**config.mk**
```make
export PLATFORM = sky130hd
export DESIGN_NAME = catmull_rom_path_resampler
export DESIGN_NICKNAME = d
export VERILOG_FILES = /design/src/rtl/crpr_pkg.sv /design/src/rtl/crpr_datapath.sv /design/src/rtl/crpr_ctrl.sv /design/src/rtl/catmull_rom_path_resampler.sv
export SDC_FILE = /design/constraint.sdc
export NUM_CORES = 2
export LEC_CHECK = 0
export ABC_AREA = 0
export BUFFER_PORTS_ARGS = -buffer_cell sky130_fd_sc_hd__buf_4
export CAP_MARGIN = 20
export CORE_ASPECT_RATIO = 1.2
export CORE_UTILIZATION = 50
export CTS_CLUSTER_SIZE = 25
export DETAILED_ROUTE_END_ITERATION = 10
export PLACE_DENSITY = 0.67
export SYNTH_ARGS = -nofsm -noshare
export SYNTH_HDL_FRONTEND = slang
export SYNTH_SLANG_ARGS = --single-unit
```
**constraint.sdc**
```tcl
create_clock -name i_clk -period 7.83 [get_ports i_clk]
set_input_delay 0.783 -clock i_clk [delete_from_list [all_inputs] [get_ports i_clk]]
set_output_delay 0.783 -clock i_clk [all_outputs]
set_load 0.02 [all_outputs]
```
**src/rtl/crpr_pkg.sv**
```systemverilog
package crpr_pkg;

    localparam int COORD_WIDTH = 16;
    localparam int PHASE_FRAC_BITS = 16;
    localparam int PHASE_WIDTH = PHASE_FRAC_BITS + 1;
    localparam int STEP_WIDTH = 16;
    localparam logic [PHASE_WIDTH-1:0] PH_ONE = PHASE_WIDTH'(1) << PHASE_FRAC_BITS;
    localparam int MIN_STEP_I = ((1 << PHASE_FRAC_BITS) + 29) / 30;
    localparam logic [PHASE_WIDTH-1:0] MIN_STEP = PHASE_WIDTH'(MIN_STEP_I);
    localparam int CFG_IDX_WIDTH = 1;
    localparam logic [CFG_IDX_WIDTH-1:0] REG_STEP_RATE = 1'd0;
    localparam logic [CFG_IDX_WIDTH-1:0] REG_MIRROR_ENDS = 1'd1;
    // Products: weights are about PHASE_WIDTH+3 bits signed.
    localparam int WEIGHT_WIDTH = PHASE_FRAC_BITS + 4;
    localparam int ACC_WIDTH = WEIGHT_WIDTH + COORD_WIDTH + 3;

    // Commands from the controller to the datapath.
    typedef struct packed {
        logic load_point;   // capture input point
        logic start_mirror; // insert start phantom before push
        logic push_in;      // push captured point
        logic push_end;     // push end phantom
        logic init_phase;   // phase = effective step
        logic clr_phase;    // phase = 0
        logic mul_go;       // start a sample computation
        logic adv_phase;    // phase += step
        logic wrap_phase;   // phase -= one
        logic sel_end;      // output end point
        logic end_from_win; // end point from window[2]
    } t_cmd;

    typedef struct packed {
        logic phase_lt_one;
        logic sample_ok;
    } t_status;

    function automatic logic signed [COORD_WIDTH-1:0] sat_c(
        input logic signed [COORD_WIDTH+1:0] v);
        logic signed [COORD_WIDTH+1:0] mx;
        logic signed [COORD_WIDTH+1:0] mn;
        begin
            mx = (COORD_WIDTH+2)'((1 << (COORD_WIDTH - 1)) - 1);
            mn = -mx - (COORD_WIDTH+2)'(1);
            if (v > mx) sat_c = mx[COORD_WIDTH-1:0];
            else if (v < mn) sat_c = mn[COORD_WIDTH-1:0];
            else sat_c = v[COORD_WIDTH-1:0];
        end
    endfunction

endpackage

```
**src/rtl/crpr_datapath.sv**
```systemverilog
module crpr_datapath (
    input  logic                                    i_clk,
    input  crpr_pkg::t_cmd                          i_cmd,
    input  logic signed [crpr_pkg::COORD_WIDTH-1:0] i_px,
    input  logic signed [crpr_pkg::COORD_WIDTH-1:0] i_py,
    input  logic [crpr_pkg::STEP_WIDTH-1:0]         i_step_rate,
    input  logic [2:0]                              i_fill,
    output crpr_pkg::t_status                       o_status,
    output logic signed [crpr_pkg::COORD_WIDTH-1:0] o_x,
    output logic signed [crpr_pkg::COORD_WIDTH-1:0] o_y
);
    localparam int CW = crpr_pkg::COORD_WIDTH;
    localparam int PW = crpr_pkg::PHASE_WIDTH;
    localparam int FB = crpr_pkg::PHASE_FRAC_BITS;
    localparam int WW = crpr_pkg::WEIGHT_WIDTH;
    localparam int AW = crpr_pkg::ACC_WIDTH;
    localparam int STEP_WIDTH_PAD = 24;

    logic signed [CW-1:0] r_wx [4];
    logic signed [CW-1:0] r_wy [4];
    logic signed [CW-1:0] r_px, r_py;
    logic [PW-1:0] r_phase;
    logic [3:0] r_seq;
    logic [2*PW-1:0] r_t2p, r_t3p;
    logic [PW-1:0] r_t2, r_t3, r_u;
    logic signed [WW-1:0] r_w [4];
    logic signed [AW-1:0] r_ax, r_ay;
    logic [1:0] r_k;
    logic signed [CW-1:0] r_ox, r_oy;

    logic [PW-1:0] step_eff;
    logic [PW+STEP_WIDTH_PAD-1:0] step_al;

    // Align the Q0.16 step and clamp to the minimum.
    always_comb begin
        if (FB >= 16)
            step_al = (PW+STEP_WIDTH_PAD)'(i_step_rate) << (FB - 16);
        else
            step_al = (PW+STEP_WIDTH_PAD)'(i_step_rate) >> (16 - FB);
        if (step_al < (PW+STEP_WIDTH_PAD)'(crpr_pkg::MIN_STEP)) step_eff = crpr_pkg::MIN_STEP;
        else step_eff = step_al[PW-1:0];
    end

    // Phantom points from the current window.
    logic [1:0] ia, ib;
    logic signed [CW-1:0] ex_x, ex_y, sm_x, sm_y;
    always_comb begin
        ia = 2'(i_fill - 3'd1);
        ib = 2'(i_fill - 3'd2);
        ex_x = crpr_pkg::sat_c((CW+2)'(2 * (CW+2)'(r_wx[ia]) - (CW+2)'(r_wx[ib])));
        ex_y = crpr_pkg::sat_c((CW+2)'(2 * (CW+2)'(r_wy[ia]) - (CW+2)'(r_wy[ib])));
        sm_x = crpr_pkg::sat_c((CW+2)'(2 * (CW+2)'(r_wx[0]) - (CW+2)'(r_px)));
        sm_y = crpr_pkg::sat_c((CW+2)'(2 * (CW+2)'(r_wy[0]) - (CW+2)'(r_py)));
    end

    // Window, captured point and phase.
    always_ff @(posedge i_clk) begin
        if (i_cmd.load_point) begin
            r_px <= i_px;
            r_py <= i_py;
        end
        if (i_cmd.start_mirror) begin
            r_wx[1] <= r_wx[0];
            r_wy[1] <= r_wy[0];
            r_wx[0] <= sm_x;
            r_wy[0] <= sm_y;
        end else if (i_cmd.push_in || i_cmd.push_end) begin
            if (i_fill < 3'd4) begin
                r_wx[i_fill[1:0]] <= i_cmd.push_in ? r_px : ex_x;
                r_wy[i_fill[1:0]] <= i_cmd.push_in ? r_py : ex_y;
            end else begin
                r_wx[0] <= r_wx[1]; r_wx[1] <= r_wx[2]; r_wx[2] <= r_wx[3];
                r_wy[0] <= r_wy[1]; r_wy[1] <= r_wy[2]; r_wy[2] <= r_wy[3];
                r_wx[3] <= i_cmd.push_in ? r_px : ex_x;
                r_wy[3] <= i_cmd.push_in ? r_py : ex_y;
            end
        end
        if (i_cmd.init_phase) r_phase <= step_eff;
        else if (i_cmd.clr_phase) r_phase <= '0;
        else if (i_cmd.adv_phase) r_phase <= r_phase + step_eff;
        else if (i_cmd.wrap_phase) r_phase <= r_phase - crpr_pkg::PH_ONE;
    end

    // Sample sequencer: t2, t3, weights, four multiply-accumulate steps, then rounding and saturation.
    logic signed [WW+CW-1:0] px_prod, py_prod;
    always_comb begin
        px_prod = WW'(r_w[r_k]) * r_wx[r_k];
        py_prod = WW'(r_w[r_k]) * r_wy[r_k];
    end

    always_ff @(posedge i_clk) begin
        if (i_cmd.mul_go) begin
            r_seq <= 4'd1;
            r_u <= r_phase;
            r_t2p <= r_phase * r_phase;
            r_k <= '0;
        end else begin
            unique case (r_seq)
                4'd1: begin
                    r_t2 <= r_t2p[FB+PW-1:FB];
                    r_seq <= 4'd2;
                end
                4'd2: begin
                    r_t3p <= r_t2 * r_u;
                    r_seq <= 4'd3;
                end
                4'd3: begin
                    r_t3 <= r_t3p[FB+PW-1:FB];
                    r_seq <= 4'd4;
                end
                4'd4: begin
                    r_w[0] <= WW'(-WW'(r_t3) + 2 * WW'(r_t2) - WW'(r_u));
                    r_w[1] <= WW'(3 * WW'(r_t3) - 5 * WW'(r_t2) + 2 * WW'(crpr_pkg::PH_ONE));
                    r_w[2] <= WW'(-3 * WW'(r_t3) + 4 * WW'(r_t2) + WW'(r_u));
                    r_w[3] <= WW'(r_t3) - WW'(r_t2);
                    r_ax <= AW'(crpr_pkg::PH_ONE);
                    r_ay <= AW'(crpr_pkg::PH_ONE);
                    r_seq <= 4'd5;
                end
                4'd5: begin
                    r_ax <= r_ax + AW'(px_prod);
                    r_ay <= r_ay + AW'(py_prod);
                    r_k <= r_k + 2'd1;
                    if (r_k == 2'd3) r_seq <= 4'd6;
                end
                4'd6: begin
                    r_ox <= crpr_pkg::sat_c((CW+2)'(r_ax >>> (FB + 1)) |
                        (((r_ax >>> (FB + 1)) > (AW'(1) <<< CW)) ? (CW+2)'(1 << CW) : '0) |
                        (((r_ax >>> (FB + 1)) < -(AW'(1) <<< CW)) ?
                            (CW+2)'(2 << CW) : '0));
                    r_oy <= crpr_pkg::sat_c((CW+2)'(r_ay >>> (FB + 1)) |
                        (((r_ay >>> (FB + 1)) > (AW'(1) <<< CW)) ? (CW+2)'(1 << CW) : '0) |
                        (((r_ay >>> (FB + 1)) < -(AW'(1) <<< CW)) ?
                            (CW+2)'(2 << CW) : '0));
                    r_seq <= 4'd7;
                end
                4'd7: r_seq <= 4'd0;
                default: r_seq <= 4'd0;
            endcase
        end
    end

    assign o_status.phase_lt_one = r_phase < crpr_pkg::PH_ONE;
    assign o_status.sample_ok = (r_seq == 4'd7);
    assign o_x = i_cmd.sel_end ? (i_cmd.end_from_win ? r_wx[2] : r_px) : r_ox;
    assign o_y = i_cmd.sel_end ? (i_cmd.end_from_win ? r_wy[2] : r_py) : r_oy;
endmodule

```
**src/rtl/crpr_ctrl.sv**
```systemverilog
module crpr_ctrl (
    input  logic              i_clk,
    input  logic              i_rst_n,
    input  logic              i_valid,
    input  logic              i_final,
    input  logic              i_mirror,
    input  crpr_pkg::t_status i_status,
    input  logic              i_out_take,
    output logic              o_stall,
    output logic              o_res_valid,
    output logic              o_run_end,
    output logic              o_path_done,
    output logic [2:0]        o_fill,
    output crpr_pkg::t_cmd    o_cmd
);
    typedef enum logic [6:0] {
        S_IDLE  = 7'b0000001,
        S_PRE   = 7'b0000010,
        S_SEG   = 7'b0000100,
        S_WAIT  = 7'b0001000,
        S_EMIT  = 7'b0010000,
        S_FIN   = 7'b0100000,
        S_END   = 7'b1000000
    } t_state;

    t_state r_state, n_state;
    logic [2:0] r_fill, n_fill;
    logic r_final, r_end_seg, r_seg_any, r_pend;
    logic n_final, n_end_seg, n_seg_any, n_pend;

    // Next-state and command logic; r_pend would mark a held sample but is never set and stays low.
    always_comb begin
        o_cmd = '0;
        n_state = r_state;
        n_fill = r_fill;
        n_final = r_final;
        n_end_seg = r_end_seg;
        n_seg_any = r_seg_any;
        n_pend = r_pend;
        o_stall = (r_state != S_IDLE);
        o_res_valid = 1'b0;
        o_run_end = 1'b0;
        o_path_done = 1'b0;
        unique case (r_state)
            S_IDLE: begin
                if (i_valid) begin
                    o_cmd.load_point = 1'b1;
                    n_final = i_final;
                    if (r_fill == 3'd0) o_cmd.init_phase = 1'b1;
                    n_state = S_PRE;
                end
            end
            S_PRE: begin
                if (r_fill == 3'd1 && i_mirror) begin
                    o_cmd.start_mirror = 1'b1;
                    n_fill = 3'd2;
                end else begin
                    o_cmd.push_in = 1'b1;
                    if (r_fill < 3'd4) n_fill = r_fill + 3'd1;
                    n_end_seg = 1'b0;
                    n_state = ((r_fill >= 3'd3) ? S_SEG : S_FIN);
                end
            end
            S_SEG: begin
                if (i_status.phase_lt_one) begin
                    o_cmd.mul_go = 1'b1;
                    n_state = S_WAIT;
                end else begin
                    o_cmd.wrap_phase = 1'b1;
                    n_seg_any = 1'b1;
                    n_state = S_FIN;
                end
            end
            S_WAIT: begin
                if (i_status.sample_ok) begin
                    o_cmd.adv_phase = 1'b1;
                    n_state = S_EMIT;
                end
            end
            S_EMIT: begin
                // Result is shown; it is the last if no further one follows.
                o_res_valid = 1'b1;
                o_run_end = !i_status.phase_lt_one && !r_final;
                if (i_out_take) n_state = S_SEG;
            end
            S_FIN: begin
                if (!r_final) begin
                    n_state = S_IDLE;
                end else if (!r_end_seg && i_mirror && r_fill >= 3'd2) begin
                    o_cmd.push_end = 1'b1;
                    if (r_fill < 3'd4) n_fill = r_fill + 3'd1;
                    n_end_seg = 1'b1;
                    n_state = (r_fill >= 3'd3) ? S_SEG : S_FIN;
                end else begin
                    n_end_seg = 1'b1;
                    n_state = S_END;
                end
            end
            S_END: begin
                o_cmd.sel_end = 1'b1;
                o_cmd.end_from_win = (r_fill == 3'd4);
                o_res_valid = 1'b1;
                o_run_end = 1'b1;
                o_path_done = 1'b1;
                if (i_out_take) begin
                    o_cmd.clr_phase = 1'b1;
                    n_fill = 3'd0;
                    n_seg_any = 1'b0;
                    n_state = S_IDLE;
                end
            end
            default: n_state = S_IDLE;
        endcase
    end

    // A not-final point's last sample is recognized by a peek of the next
    // phase; S_SEG after the last sample wraps and returns to idle.
    always_ff @(posedge i_clk) begin
        if (!i_rst_n) begin
            r_state <= S_IDLE;
            r_fill <= '0;
            r_final <= 1'b0;
            r_end_seg <= 1'b0;
            r_seg_any <= 1'b0;
            r_pend <= 1'b0;
        end else begin
            r_state <= n_state;
            r_fill <= n_fill;
            r_final <= n_final;
            r_end_seg <= n_end_seg;
            r_seg_any <= n_seg_any;
            r_pend <= n_pend & r_seg_any;
        end
    end

    assign o_fill = r_fill;
endmodule

```
**src/rtl/catmull_rom_path_resampler.sv**
```systemverilog
// Catmull-Rom path resampler. Control points enter one request at a time; each
// point that completes a four-point window yields the samples of one segment.
// Each sample is started, passes through the shared sequencer (square, cube,
// weights, four multiply-accumulate steps, rounding and saturation) and is then
// handed over. Each point goes through capture, window update and return to
// idle, with the start phantom inserted where enabled and a phase wrap after a
// sampled segment. A final point also pushes the end phantom, if enabled, comes
// back from its segment and then offers the path end point flagged path_done.
// Output stalls lengthen each hand-over. The block takes a new point only when
// the previous one has delivered all of its results.
module catmull_rom_path_resampler (
    input  logic                                    i_clk,
    input  logic                                    i_rst_n,
    input  logic                                    i_cfg_we,
    input  logic [crpr_pkg::CFG_IDX_WIDTH-1:0]      i_cfg_idx,
    input  logic [15:0]                             i_cfg_data,
    input  logic                                    i_valid,
    output logic                                    o_stall,
    input  logic signed [crpr_pkg::COORD_WIDTH-1:0] i_point_x,
    input  logic signed [crpr_pkg::COORD_WIDTH-1:0] i_point_y,
    input  logic                                    i_final_point,
    output logic                                    o_valid,
    input  logic                                    i_stall,
    output logic signed [crpr_pkg::COORD_WIDTH-1:0] o_out_x,
    output logic signed [crpr_pkg::COORD_WIDTH-1:0] o_out_y,
    output logic                                    o_run_end,
    output logic                                    o_path_done
);
    logic [15:0] r_step_rate;
    logic r_mirror;
    crpr_pkg::t_cmd cmd;
    crpr_pkg::t_status st;
    logic [2:0] fill;

    // Configuration registers.
    always_ff @(posedge i_clk) begin
        if (!i_rst_n) begin
            r_step_rate <= 16'd4096;
            r_mirror <= 1'b1;
        end else if (i_cfg_we) begin
            unique case (i_cfg_idx)
                crpr_pkg::REG_STEP_RATE:   r_step_rate <= i_cfg_data;
                crpr_pkg::REG_MIRROR_ENDS: r_mirror <= i_cfg_data[0];
                default: ;
            endcase
        end
    end

    crpr_ctrl u_ctrl (
        .i_clk(i_clk), .i_rst_n(i_rst_n), .i_valid(i_valid),
        .i_final(i_final_point), .i_mirror(r_mirror), .i_status(st),
        .i_out_take(!i_stall), .o_stall(o_stall), .o_res_valid(o_valid),
        .o_run_end(o_run_end), .o_path_done(o_path_done), .o_fill(fill),
        .o_cmd(cmd)
    );

    crpr_datapath u_dp (
        .i_clk(i_clk), .i_cmd(cmd), .i_px(i_point_x), .i_py(i_point_y),
        .i_step_rate(r_step_rate), .i_fill(fill), .o_status(st),
        .o_x(o_out_x), .o_y(o_out_y)
    );

    // A point is never taken while a result is on offer.
    a_no_take_busy: assert property (@(posedge i_clk) disable iff (!i_rst_n)
        o_valid |-> o_stall) else $error("input taken with result pending");
    // The path end result always carries run_end.
    a_done_end: assert property (@(posedge i_clk) disable iff (!i_rst_n)
        (o_valid && o_path_done) |-> o_run_end) else $error("done without run_end");
endmodule

```
==> flow_results.xml <==
<?xml version="1.0" encoding="UTF-8"?>
<metrics>
  <group name="timing">
    <metric name="clock.fmax" unit="MHz">130</metric>
    <metric name="timing.final.crit_share" unit="%">98.5</metric>
    <metric name="timing.final.ws_setup" unit="ps">118</metric>
    <metric name="timing_max_transition_violations_final" unit="">0</metric>
    <metric name="final-hold-violation-count" unit="">0</metric>
    <metric name="worst_slew_margin_relative_to_its_limit" unit="%">23.9</metric>
    <metric name="final.setup_skew" unit="ps">67.2</metric>
    <metric name="worst-slew-pin-transition" unit="ps">1140</metric>
    <metric name="fin_crit" unit="ps">7710</metric>
    <metric name="setup-violations-final" unit="">0</metric>
  </group>
  <group name="floorplan">
    <metric name="start_util" unit="%">50.5</metric>
    <metric name="design.die.area" unit="um^2">150000</metric>
    <metric name="floorplan.io_pins" unit="">91</metric>
    <metric name="die_x" unit="um">354</metric>
    <metric name="placementRows" unit="">154</metric>
    <metric name="die_h" unit="um">424</metric>
    <metric name="placeableCoreArea" unit="um^2">147000</metric>
  </group>
  <group name="placement">
    <metric name="gp_congestion" unit="">0.956</metric>
    <metric name="numPortBuffers" unit="">90</metric>
    <metric name="place.detailed.hpwl" unit="um">176000</metric>
    <metric name="pre_cts_slack" unit="ps">78.1</metric>
  </group>
  <group name="logic_synthesis">
    <metric name="synth-warning-count" unit="">0</metric>
    <metric name="synth_adder_area_share" unit="%">44.2</metric>
    <metric name="async_reset_ff_share" unit="%">0</metric>
    <metric name="synth.net_count" unit="">9644</metric>
    <metric name="synth_simple_gate_area_share" unit="%">11.7</metric>
    <metric name="largest_family_of_logic_cells_by_synthesized_area" unit="">adder cells</metric>
    <metric name="syn-mean-instance-area" unit="um^2">9.65</metric>
    <metric name="synth_top_cell_by_area" unit="">sky130_fd_sc_hd__fa_1</metric>
    <metric name="synthTopCellsByArea" unit="">sky130_fd_sc_hd__fa_1, sky130_fd_sc_hd__edfxtp_1, sky130_fd_sc_hd__ha_1, sky130_fd_sc_hd__inv_1, sky130_fd_sc_hd__nand2_1</metric>
    <metric name="synthDistinctLibCells" unit="">82</metric>
    <metric name="post_synth_edffs" unit="">449</metric>
    <metric name="dominantRegCellSynth" unit="">sky130_fd_sc_hd__edfxtp_1</metric>
    <metric name="synth_largest_type_area_fraction" unit="%">33.4</metric>
    <metric name="synth_compound_gate_area_share" unit="%">8.05</metric>
    <metric name="syn-instance-count" unit="">7707</metric>
    <metric name="netlist_area" unit="um^2">74300</metric>
    <metric name="synthXorXnorAreaFrac" unit="%">2.86</metric>
    <metric name="ys_seq_area_share" unit="%">19.1</metric>
    <metric name="ys_ff_latch" unit="">485</metric>
    <metric name="synthMuxAreaShare" unit="%">4.37</metric>
  </group>
  <group name="grt">
    <metric name="pin_count_of_the_biggest_net_entering_global_routing" unit="">78</metric>
    <metric name="grtUsageTotal" unit="%">29.2</metric>
    <metric name="antenna_violations_before_repair" unit="">4</metric>
    <metric name="grt_overflow_total" unit="">0</metric>
    <metric name="first_global_vias" unit="">60300</metric>
    <metric name="grt_first_pass_wirelength" unit="um">337000</metric>
  </group>
  <group name="cts">
    <metric name="cts_htree_levels" unit="">2</metric>
    <metric name="clock_tree_from_tritoncts" unit="">yes</metric>
    <metric name="clock_sinks" unit="">485</metric>
    <metric name="cts_max_path_buffers" unit="">3</metric>
    <metric name="cts.root.buffer_cell" unit="">sky130_fd_sc_hd__clkbuf_16</metric>
    <metric name="insertion_delay" unit="ps">720</metric>
    <metric name="cts_buffers" unit="">59</metric>
    <metric name="clk_transition_reported_paths" unit="ps">70</metric>
  </group>
  <group name="worst_setup_path">
    <metric name="worstPathMaxFanout" unit="">9</metric>
    <metric name="required" unit="ps">8280</metric>
    <metric name="r2r_cells" unit="">25</metric>
    <metric name="critPathLaunchType" unit="">flip-flop</metric>
    <metric name="worst_setup_path_end_kind" unit="">flip-flop</metric>
    <metric name="critical_path_class" unit="">reg2reg</metric>
    <metric name="worstPathArrival" unit="ps">8160</metric>
  </group>
  <group name="worst_hold_path">
    <metric name="hold_path.class" unit="">in2reg</metric>
    <metric name="hold-path-cell-count" unit="">1</metric>
  </group>
  <group name="job">
    <metric name="maxCapViolations" unit="">0</metric>
  </group>
  <group name="outcome">
    <metric name="status" unit="">completed</metric>
  </group>
  <group name="detailed_routing">
    <metric name="routed_wl" unit="um">216000</metric>
    <metric name="drt_drc_violations_left" unit="">0</metric>
    <metric name="detailedRoute.firstPassIterationCount" unit="">6</metric>
    <metric name="route.antenna.remaining_nets" unit="">0</metric>
    <metric name="vias_per_cell" unit="">5.60</metric>
    <metric name="routedWlPerCell" unit="um">21.8</metric>
    <metric name="initialDrtViolationCount" unit="">3957</metric>
    <metric name="detailroute.via_count" unit="">55500</metric>
  </group>
  <group name="cells_and_area">
    <metric name="final_layout_size_suffix_gt1_share" unit="%">9.30</metric>
    <metric name="nets" unit="">9840</metric>
    <metric name="n_fill_cell" unit="">13000</metric>
    <metric name="area_delta_synth_final" unit="%">9.48</metric>
  </group>
</metrics>
==> synth_stat cells (10+ instances only) <==
library cell               number
sky130_fd_sc_hd__o21ai_0      210
sky130_fd_sc_hd__buf_1         30
sky130_fd_sc_hd__nand2b_1      48
sky130_fd_sc_hd__a22oi_1       16
sky130_fd_sc_hd__nand3b_1      15
sky130_fd_sc_hd__o21bai_1      23
sky130_fd_sc_hd__xor2_1        87
sky130_fd_sc_hd__a31oi_1       48
sky130_fd_sc_hd__o21ai_1       25
sky130_fd_sc_hd__mux4_2        76
sky130_fd_sc_hd__nor3_1        49
sky130_fd_sc_hd__o22ai_1       25
sky130_fd_sc_hd__a221oi_1      10
sky130_fd_sc_hd__a21o_1        91
sky130_fd_sc_hd__a22o_1        11
sky130_fd_sc_hd__o31ai_1       23
sky130_fd_sc_hd__mux2i_1       89
sky130_fd_sc_hd__a21boi_0      28
sky130_fd_sc_hd__inv_1       1630
sky130_fd_sc_hd__clkbuf_1     246
sky130_fd_sc_hd__edfxtp_1     449
sky130_fd_sc_hd__o21a_1        81
sky130_fd_sc_hd__o211ai_1      18
sky130_fd_sc_hd__xnor2_1      156
sky130_fd_sc_hd__a211o_1       10
sky130_fd_sc_hd__a21oi_1      217
sky130_fd_sc_hd__fa_1        1240
sky130_fd_sc_hd__nor4_1        12
sky130_fd_sc_hd__and3_1        29
sky130_fd_sc_hd__a211oi_1      18
sky130_fd_sc_hd__mux2_2        56
sky130_fd_sc_hd__nor2b_1       53
sky130_fd_sc_hd__or2_2         20
sky130_fd_sc_hd__nor2_1       639
sky130_fd_sc_hd__nand2_1      925
sky130_fd_sc_hd__and2_1       109
sky130_fd_sc_hd__nand3_1       72
sky130_fd_sc_hd__ha_1         642
sky130_fd_sc_hd__or3_1         16
sky130_fd_sc_hd__dfxtp_1       36
==> registers in the layout, indices dropped and copies added (netlist names), 17 cells and up, named ones only <==
name	flops
u_dp.r_wx	64
u_dp.r_t3	17
u_dp.r_t3p	17
u_dp.r_t2	17
u_dp.r_ay	39
u_dp.r_phase	17
u_dp.r_t2p	17
u_dp.r_wy	64
u_dp.r_w	77
u_dp.r_u	17
u_dp.r_ax	39
==> metrics by stage <==
stage	setup TNS, ps	hold slack, ps	instance area (um^2)	std cells	utilization, %
finish	0	240	81400	9905	55.3
global route	-144	231	81400	9904	55.3
CTS	0	211	81100	9883	55.1
detailed placement	0	405	79000	9771	53.6
global placement	0	401	79000	9769	53.6
floorplan	0	400	74400	7707	-
==> placed cells by master (no fill, tap or decap), types with 48 or more instances in the layout <==
master,instances
sky130_fd_sc_hd__nand2b_1,48
sky130_fd_sc_hd__buf_4,398
sky130_fd_sc_hd__mux4_2,76
sky130_fd_sc_hd__nor2b_1,52
sky130_fd_sc_hd__o21a_1,78
sky130_fd_sc_hd__nor2_1,636
sky130_fd_sc_hd__and2_1,109
sky130_fd_sc_hd__clkbuf_16,59
sky130_fd_sc_hd__edfxtp_1,449
sky130_fd_sc_hd__nand2_1,922
sky130_fd_sc_hd__mux2_2,56
sky130_fd_sc_hd__ha_1,641
sky130_fd_sc_hd__xor2_1,87
sky130_fd_sc_hd__mux2i_1,89
sky130_fd_sc_hd__xnor2_1,156
sky130_fd_sc_hd__o21ai_0,195
sky130_fd_sc_hd__fa_1,1240
sky130_fd_sc_hd__a21oi_1,213
sky130_fd_sc_hd__inv_1,1629
sky130_fd_sc_hd__a21o_1,91
sky130_fd_sc_hd__a31oi_1,48
sky130_fd_sc_hd__nand3_1,70
==> per-layer routing <==
layer  part of all wire, %  vias to the layer above  global-route usage (%)
met5                0.0032                        -                       0
met4                   7.0                        2                    17.1
met3                   5.8                      593                    3.54
met2                    51                     2013                    52.6
met1                    36                    28100                    33.4
li1                      -                    24800                       -
==> cell families after synthesis <==
logic type / Yosys count
compound gates: 929
xor+xnor: 243
fa+ha+maj: 1882
buf+inv: 1920
flops: 485
mux: 222
simple gates: 2026
==> layout make-up <==
class	count	area (um^2)	area share [%]
flip-flops and latches	485	14200	17.5
repair buffers	420	3390	4.17
well taps	1950	2440	3.00
inverters	1634	6130	7.54
clock inverters	50	619	0.761
clock buffers	62	1490	1.83
diodes	1	2.50	0.00307
multi-input cells	5303	53100	65.2
==> worst max-delay path, stage by stage (launching register included) <==
cell and delay (ps):
sky130_fd_sc_hd__dfxtp_4 390, sky130_fd_sc_hd__buf_6 160, sky130_fd_sc_hd__mux2_2 380, sky130_fd_sc_hd__o21ai_1 490
sky130_fd_sc_hd__buf_4 280, sky130_fd_sc_hd__nor2_1 80, sky130_fd_sc_hd__fa_1 540, sky130_fd_sc_hd__inv_1 60
sky130_fd_sc_hd__fa_1 530, sky130_fd_sc_hd__inv_1 40, sky130_fd_sc_hd__ha_1 170, sky130_fd_sc_hd__inv_1 70
sky130_fd_sc_hd__fa_1 440, sky130_fd_sc_hd__fa_1 550, sky130_fd_sc_hd__inv_1 50, sky130_fd_sc_hd__fa_1 440
sky130_fd_sc_hd__ha_1 330, sky130_fd_sc_hd__o21a_1 220, sky130_fd_sc_hd__o211a_1 230, sky130_fd_sc_hd__a41o_2 320
sky130_fd_sc_hd__a311o_2 500, sky130_fd_sc_hd__a311o_1 430, sky130_fd_sc_hd__a2111oi_2 330, sky130_fd_sc_hd__nor3_1 120
sky130_fd_sc_hd__xor2_1 150, sky130_fd_sc_hd__and2_1 160
==> worst paths after layout <==
check                                     from             to  slack [ps]
worst max-delay path                 flip-flop  u_dp.r_ay[32]         120
worst min-delay path             i_point_y[14]  u_dp.r_py[14]         240
worst max register to register       flip-flop  u_dp.r_ay[32]         120
worst min register to register  u_dp.r_t3p[21]   u_dp.r_t3[5]         410
==> timing repair <==
item	4_1_cts	5_1_grt
buffers inserted	0	20
endpoints found under the hold margin	0	0
hold buffers	0	0
resized for setup	0	25
endpoints found under the setup margin	0	17
Power is not shown: default switching activity piles up to over one toggle a cycle in this logic, so the estimate is an artifact.
